[config.mk]
export PLATFORM = sky130hd
export DESIGN_NAME = plpb_wupd
export DESIGN_NICKNAME = d
export VERILOG_FILES = /design/src/hdl/plpb_pkg.sv /design/src/hdl/plpb_wupd.sv
export SDC_FILE = /design/constraint.sdc
export NUM_CORES = 1
export LEC_CHECK = 0
export ABC_AREA = 0
export BUFFER_PORTS_ARGS = -buffer_cell sky130_fd_sc_hd__buf_2
export CORE_MARGIN = 4
export CORE_UTILIZATION = 50
export DETAILED_ROUTE_END_ITERATION = 10
export GPL_TIMING_DRIVEN = 0
export MAX_ROUTING_LAYER = met4
export PLACE_DENSITY = 0.76
export SLEW_MARGIN = 20
export SYNTH_ARGS = -nofsm -noshare
export SYNTH_HDL_FRONTEND = slang
export SYNTH_SLANG_ARGS = --single-unit
[constraint.sdc]
create_clock -name vclk -period 8.6
set_input_delay 1.72 -clock vclk [all_inputs]
set_output_delay 1.72 -clock vclk [all_outputs]
set_load 0.01 [all_outputs]
[src/hdl/plpb_pkg.sv]
// plpb_pkg: shared types and fixed constants of the piecewise linear branch predictor
// no dependencies; imported by every module under hdl
`default_nettype none

package plpb_pkg;

    // result sum format
    localparam int SUM_W  = 13;
    localparam int SUM_HI = 4095;
    localparam int SUM_LO = -4096;

    // input command codes
    localparam logic CMD_PREDICT = 1'b0;
    localparam logic CMD_TRAIN   = 1'b1;

    // configuration port
    localparam int CFG_IDX_W  = 2;
    localparam int CFG_DATA_W = 12;
    localparam int THRESH_W   = 12;
    localparam int WMAX_W     = 7;
    localparam int WMIN_W     = 8;

    localparam logic [CFG_IDX_W-1:0] CFG_TRAIN_THRESHOLD = 2'd0;
    localparam logic [CFG_IDX_W-1:0] CFG_WEIGHT_MAX      = 2'd1;
    localparam logic [CFG_IDX_W-1:0] CFG_WEIGHT_MIN      = 2'd2;

    // largest table index widths the parameters allow
    localparam int MAX_ROW_W = 12;
    localparam int MAX_IDX_W = 20;

    // control broadcast from the sequencer to every cell
    typedef struct packed {
        logic                 clear;    // clearing pass write
        logic [MAX_IDX_W-1:0] clr_idx;  // clearing pass address
        logic                 rd_en;    // read the weight at the current row
        logic                 sum_en;   // advance the partial sum one cell
        logic                 wr_en;    // write back the stepped weight
        logic                 shift;    // shift the history one cell
        logic                 outcome;  // resolved direction of the train transfer
        logic [MAX_ROW_W-1:0] row;      // pc row of the current transfer
    } plpb_ctl_t;

endpackage

`default_nettype wire

[src/hdl/plpb_wupd.sv]
// plpb_wupd: one weight step of +1 or -1 with the configured and storage saturation
// depends on plpb_pkg
`default_nettype none

module plpb_wupd
    import plpb_pkg::*;
#(
    parameter int WEIGHT_BITS = 8
)
(
    input  wire logic signed [WEIGHT_BITS-1:0] w_in,
    input  wire logic                          inc,
    input  wire logic        [WMAX_W-1:0]      weight_max,
    input  wire logic signed [WMIN_W-1:0]      weight_min,
    output      logic signed [WEIGHT_BITS-1:0] w_out
);

    localparam int CW = ((WEIGHT_BITS > WMIN_W) ? WEIGHT_BITS : WMIN_W) + 2;
    localparam logic signed [CW-1:0] STORE_HI = CW'((1 << (WEIGHT_BITS - 1)) - 1);
    localparam logic signed [CW-1:0] STORE_LO = -STORE_HI - CW'(1);

    logic signed [CW-1:0] w_ext;
    logic signed [CW-1:0] lim_hi;
    logic signed [CW-1:0] lim_lo;
    logic signed [CW-1:0] v;

    assign w_ext  = {{(CW-WEIGHT_BITS){w_in[WEIGHT_BITS-1]}}, w_in};
    assign lim_hi = {{(CW-WMAX_W){1'b0}}, weight_max};
    assign lim_lo = {{(CW-WMIN_W){weight_min[WMIN_W-1]}}, weight_min};

    // step, then max limit, min limit, storage range in that order
    always_comb
    begin
        v = inc ? (w_ext + CW'(1)) : (w_ext - CW'(1));
        if (v > lim_hi)
        begin
            v = lim_hi;
        end
        if (v < lim_lo)
        begin
            v = lim_lo;
        end
        if (v > STORE_HI)
        begin
            v = STORE_HI;
        end
        if (v < STORE_LO)
        begin
            v = STORE_LO;
        end
    end

    assign w_out = v[WEIGHT_BITS-1:0];

endmodule

`default_nettype wire

==> impl_metrics.csv, run 1 <==
group,metric,value,unit
status,status,"completed",
floorplanning,start_util,54.2,%
synth,avgSynthCellArea,7.89,µm²
final_layout,num_antenna_cells,0,
hold_path,hp-class,"input pin to output port",
drt,drt_iter0_drc,55,
power,power_frac_comb,100.0,%
setup_path,cp_max_fo,8,
final_layout,clockBufferCount,0,
timing,maxSlewViolCount,0,
global_route,grt_first_pass_wirelength,5600,µm
global_route,grtUsageTotal,20.7,%
power,swShare,47.7,%
drt,drt_pre_antenna_iters,4,
power,total_power,0.287,mW
global_route,overflow,0,
final_layout,area_growth,45.2,%
timing,period_share,98.9,%
final_layout,regArea,0,µm²
synth,yosys.area.top_type,"ha_1",
final_layout,nets,260,
synth,ys_top_cells_by_area,"ha_1 (23%), inv_1 (7.2%), mux2_4 (7.2%)",
setup_path,slowest_stage,"ha_4",
synth,syn_nets,206,
drt,routed_via_density,6.03,
floorplanning,die_w,57.9,µm
power,powerDensity,159,nW/µm²
power,vdd_drop_max,0.127,mV
synth,synth_area,1250,µm²
final_layout,stdcell_count,238,
power,clockPowerShare,0,%
drt,vias,1434,
hold_path,hp-start,"weight_min[0]",
setup_path,crit_type,"input pin to output port",
global_route,grt_pass1_vias,1298,
place,dp_cells,218,
floorplanning,die-area,3360,µm²
final_layout,final_core_util,78.8,%
final_layout,nFillCells,145,
place,dp_hpwl,2510,µm
synth,synth.distinct_cells,48,
power,switchingPower,0.137,mW
synth,ys_seq_area_share,0,%
floorplanning,rows,17,
final_layout,multi_input_comb_area,1310,µm²
drt,drc_errors,0,
setup_path,crit_arrival,6790,ps
power,power.leakage,0.843,nW
synth,synth_top_area_share,23.1,%
power,internal_power,0.150,mW
setup_path,crit_path_start_kind,"input pin",
power,pwr-share-seq,0,%
setup_path,worstPathRequired,6880,ps
final_layout,drive_gt1_share,44.3,%
timing,hold_slack,3760,ps
drt,postRouteWirelength,4090,µm
setup_path,startpoint,"inc",
floorplanning,io_pins,32,
floorplanning,core,2300,µm²
drt,drtAntennaViolNets,0,
timing,slew_headroom,55.3,%
job,cap_viol_max_count,0,
timing,layout_min_cycle_time,8510,ps
timing,fmax,0.118,GHz
final_layout,seq_cells,0,
synth,synth_cells,158,
global_route,antenna_found_initial,0,
final_layout,design_area,1810,µm²
synth,ys_warn_count,0,
timing,worstMarginPinSlew,668,ps
floorplanning,die_y,57.9,µm
place,port_buffers,32,
global_route,grt_max_degree,11,
timing,setup_viol_count_final,0,
timing,finalHoldViolations,0,
setup_path,critPathMaxStageDelay,330,ps
setup_path,end_kind,"output port",
place,place_congestion,0.965,
place,placed_area,1440,µm²
drt,wl_per_cell,17.2,µm
-- layout by cell type, fill, tap and decap left out, types with 2 or more instances in the layout --
cell / n
a21oi_2: 5
mux2_1: 3
nor2_1: 8
ha_1: 15
buf_6: 4
mux2_4: 7
mux2i_1: 2
o211ai_1: 3
buf_2: 33
nand3_1: 4
nor2b_1: 2
o21ai_1: 3
a21oi_1: 9
o22ai_1: 2
nand2_1: 7
buf_4: 17
ha_4: 8
xnor2_2: 2
nand4_1: 2
a22oi_1: 6
inv_1: 22
o21ai_0: 3
clkinvlp_4: 2
maj3_1: 6
-- critical path: cells and delay by family --
family                   cells  cell delay (ps)
buffers and inverters        7             1050
adder cells (fa/ha/maj)      4             1120
AND/OR/NAND/NOR              7              690
multiplexers                 2              600
AO/OA/AOI/OAI                9             1370
XOR/XNOR                     1              220
-- power by group through the flow --
stage | clock (mW) | combinational [mW] | sequential [mW]
finish | 0 | 0.287 | 0
global route | 0 | 0.311 | 0
CTS | 0 | 0.234 | 0
detailed placement | 0 | 0.207 | 0
global placement | 0 | 0.202 | 0
floorplan | 0 | 0.158 | 0
-- per-stage QoR --
stage | TNS [ps] | setup slack [ps]
2_1_floorplan | 0 | 398
3_3_place_gp | -3600 | -477
3_5_place_dp | -4140 | -547
4_1_cts | 0 | 12.0
5_1_grt | -1450 | -206
6_report | 0 | 91.3
-- metal layers --
layer,wire [µm],share of wire (%),up-vias,GRT usage (%)
met5,0,0,-,-
met4,94,2.3,0,1.99
met2,2120,52,57,37.3
li1,-,-,699,-
met3,254,6.2,9,0.668
met1,1620,40,669,26.4
-- cells by family after synthesis --
family	Yosys count	synth area share, %
buf+inv	28	9.24
compound gates	52	32.2
simple gates	31	12.9
xor+xnor	4	2.81
fa+ha+maj	30	29.5
mux	13	13.4
-- synthesized netlist by cell type (all sizes together), types with 2 or more instances --
cell type	number
mux2	11
mux2i	2
nand2	7
a22oi	6
buf	3
xnor2	3
inv	24
a21oi	14
o211ai	4
maj3	6
a21o	2
nand4	2
a21boi	2
a31oi	3
o21ai	7
o22ai	3
nor2	8
nor2b	2
nand3	5
ha	23
-- path summary, 6_finish.rpt --
kind / endpoint / slack, ps / cells past startpoint
setup / recovery: w_out[1] / 90 / 30
hold / removal: w_out[0] / 3760 / 3
-- cell type report --
cell class | count | area share, %
buffer | 4 | 1.87
tap | 28 | 1.94
timing repair buffer | 52 | 18.5
multi-input combinational | 130 | 72.3
inverter | 24 | 5.39
-- repair_timing --
action                                  CTS  global route
endpoints found under the setup margin    8             8
resized for setup                        16            21
hold buffers                              0             0
setup buffers                             5            15
pin swaps                                 5            14
(Power assumes the default switching activity.)
==> run 2: changes to the inputs <==
--- a/config.mk
+++ b/config.mk
@@ -6,8 +6,8 @@
 export NUM_CORES = 1
 export LEC_CHECK = 0
 export ABC_AREA = 0
-export BUFFER_PORTS_ARGS = -buffer_cell sky130_fd_sc_hd__buf_2
-export CORE_MARGIN = 4
+export BUFFER_PORTS_ARGS = -buffer_cell sky130_fd_sc_hd__clkbuf_2
+export CORE_MARGIN = 2
 export CORE_UTILIZATION = 50
 export DETAILED_ROUTE_END_ITERATION = 10
 export GPL_TIMING_DRIVEN = 0
==> impl_metrics.csv, run 2 (same netlist as run 1, synthesis figures left out) <==
group,metric,value,unit
hold_path,hp-start,"weight_min[2]",
power,clockPowerShare,0,%
timing,fmax,0.117,GHz
setup_path,crit_arrival,6810,ps
power,switchingPower,0.145,mW
final_layout,area_growth,46.9,%
place,place_congestion,0.902,
job,cap_viol_max_count,0,
power,powerDensity,168,nW/µm²
drt,drc_errors,0,
setup_path,cp_num_buf_inv,7,
place,dp_hpwl,2550,µm
power,power.leakage,0.851,nW
global_route,overflow,0,
global_route,grtUsageTotal,26.3,%
final_layout,seq_cells,0,
timing,worstMarginPinSlew,751,ps
floorplanning,rows,18,
timing,period_share,99.2,%
drt,wl_per_cell,17.2,µm
drt,drtAntennaViolNets,0,
floorplanning,core,2410,µm²
hold_path,whs_path_depth,3,
setup_path,critPathMaxStageDelay,370,ps
drt,drt_pre_antenna_iters,4,
floorplanning,die-area,2910,µm²
drt,vias,1504,
setup_path,slowest_stage,"mux2_2",
final_layout,final_core_util,76.0,%
floorplanning,die_w,53.9,µm
timing,maxSlewViolCount,0,
cts,cts_hold_buf,0,
global_route,grt_pass1_vias,1350,
final_layout,layout_common_cells,"clkbuf_2 (29), inv_1 (22), buf_4 (18)",
final_layout,layout_commonest_cell,"clkbuf_2",
setup_path,end_kind,"output port",
timing,slew_headroom,49.7,%
timing,finalHoldViolations,0,
final_layout,regArea,0,µm²
place,port_buffers,32,
power,total_power,0.307,mW
setup_path,crit_type,"input pin to output port",
final_layout,nets,259,
drt,routed_via_density,6.29,
drt,drt_iter0_drc,40,
floorplanning,die_y,53.9,µm
final_layout,drive_gt1_share,46.4,%
hold_path,whs_endpoint,"w_out[2]",
place,placed_area,1440,µm²
setup_path,worstPathRequired,6880,ps
timing,setup_viol_count_final,0,
hold_path,hp-class,"input pin to output port",
floorplanning,start_util,51.7,%
power,vdd_drop_max,0.135,mV
global_route,grt_max_degree,11,
setup_path,crit_path_start_kind,"input pin",
setup_path,cp_max_fo,8,
global_route,grt_first_pass_wirelength,5640,µm
power,swShare,47.2,%
power,power_frac_comb,100.0,%
drt,postRouteWirelength,4120,µm
power,pwr-share-seq,0,%
final_layout,clockBufferCount,0,
final_layout,design_area,1830,µm²
floorplanning,io_pins,32,
setup_path,critPathTopFamily,"compound AO/OA/AOI/OAI gates",
power,internal_power,0.162,mW
timing,layout_min_cycle_time,8530,ps
status,status,"completed",
timing,hold_slack,3750,ps
global_route,antenna_found_initial,0,
final_layout,num_antenna_cells,0,
[run 2: how the worst max path moves through the flow]
stage	depth (start not counted)	slack, ps	from	end
global placement	28	-440	inc	w_out[1]
global route	29	-170	inc	w_out[0]
detailed placement	28	-600	inc	w_out[1]
finish	29	70	inc	w_out[4]
CTS	29	20	inc	w_out[1]
floorplan	26	400	inc	w_out[0]
[run 2: through the flow]
step	cells	setup slack, ps	TNS [ps]
after floorplan	158	398	0
after global placement	220	-439	-3340
after detailed placement	220	-604	-4700
after CTS	225	19.3	0
after global routing	239	-173	-1290
final	239	71.6	0
[run 2: tightest hold or removal path: cells and delay by family]
kind	cells	cell delay, ps
mux	1	140
buf+inv	2	180
[run 2: timing repair]
action | CTS | global route
pin swaps | 5 | 19
resized for setup | 12 | 35
hold endpoints to repair | 0 | 0
setup buffers | 5 | 14
endpoints found under the setup margin | 8 | 8
[run 2: metal layers]
| layer | up-vias | GRT usage, % | part of all wire (%) |
|---|---|---|---|
| li1 | 698 | - | - |
| met1 | 709 | 29.2 | 38 |
| met2 | 77 | 49.0 | 53 |
| met3 | 20 | 2.22 | 6.2 |
| met4 | 0 | 8.12 | 3.1 |
| met5 | - | - | 0 |
[run 2: area by class of cell]
type,instances,area [µm²]
Tap cell,30,37.5
Timing Repair Buffer,51,338
Inverter,24,97.6
Buffer,4,33.8
Multi-Input combinational cell,130,1320
Fill cell,167,579
[run 2: power by group through the flow]
stage          registers [mW]  clock network (mW)  logic, mW
2_1_floorplan               0                   0      0.158
3_3_place_gp                0                   0      0.203
3_5_place_dp                0                   0      0.210
4_1_cts                     0                   0      0.235
5_1_grt                     0                   0      0.330
6_report                    0                   0      0.307
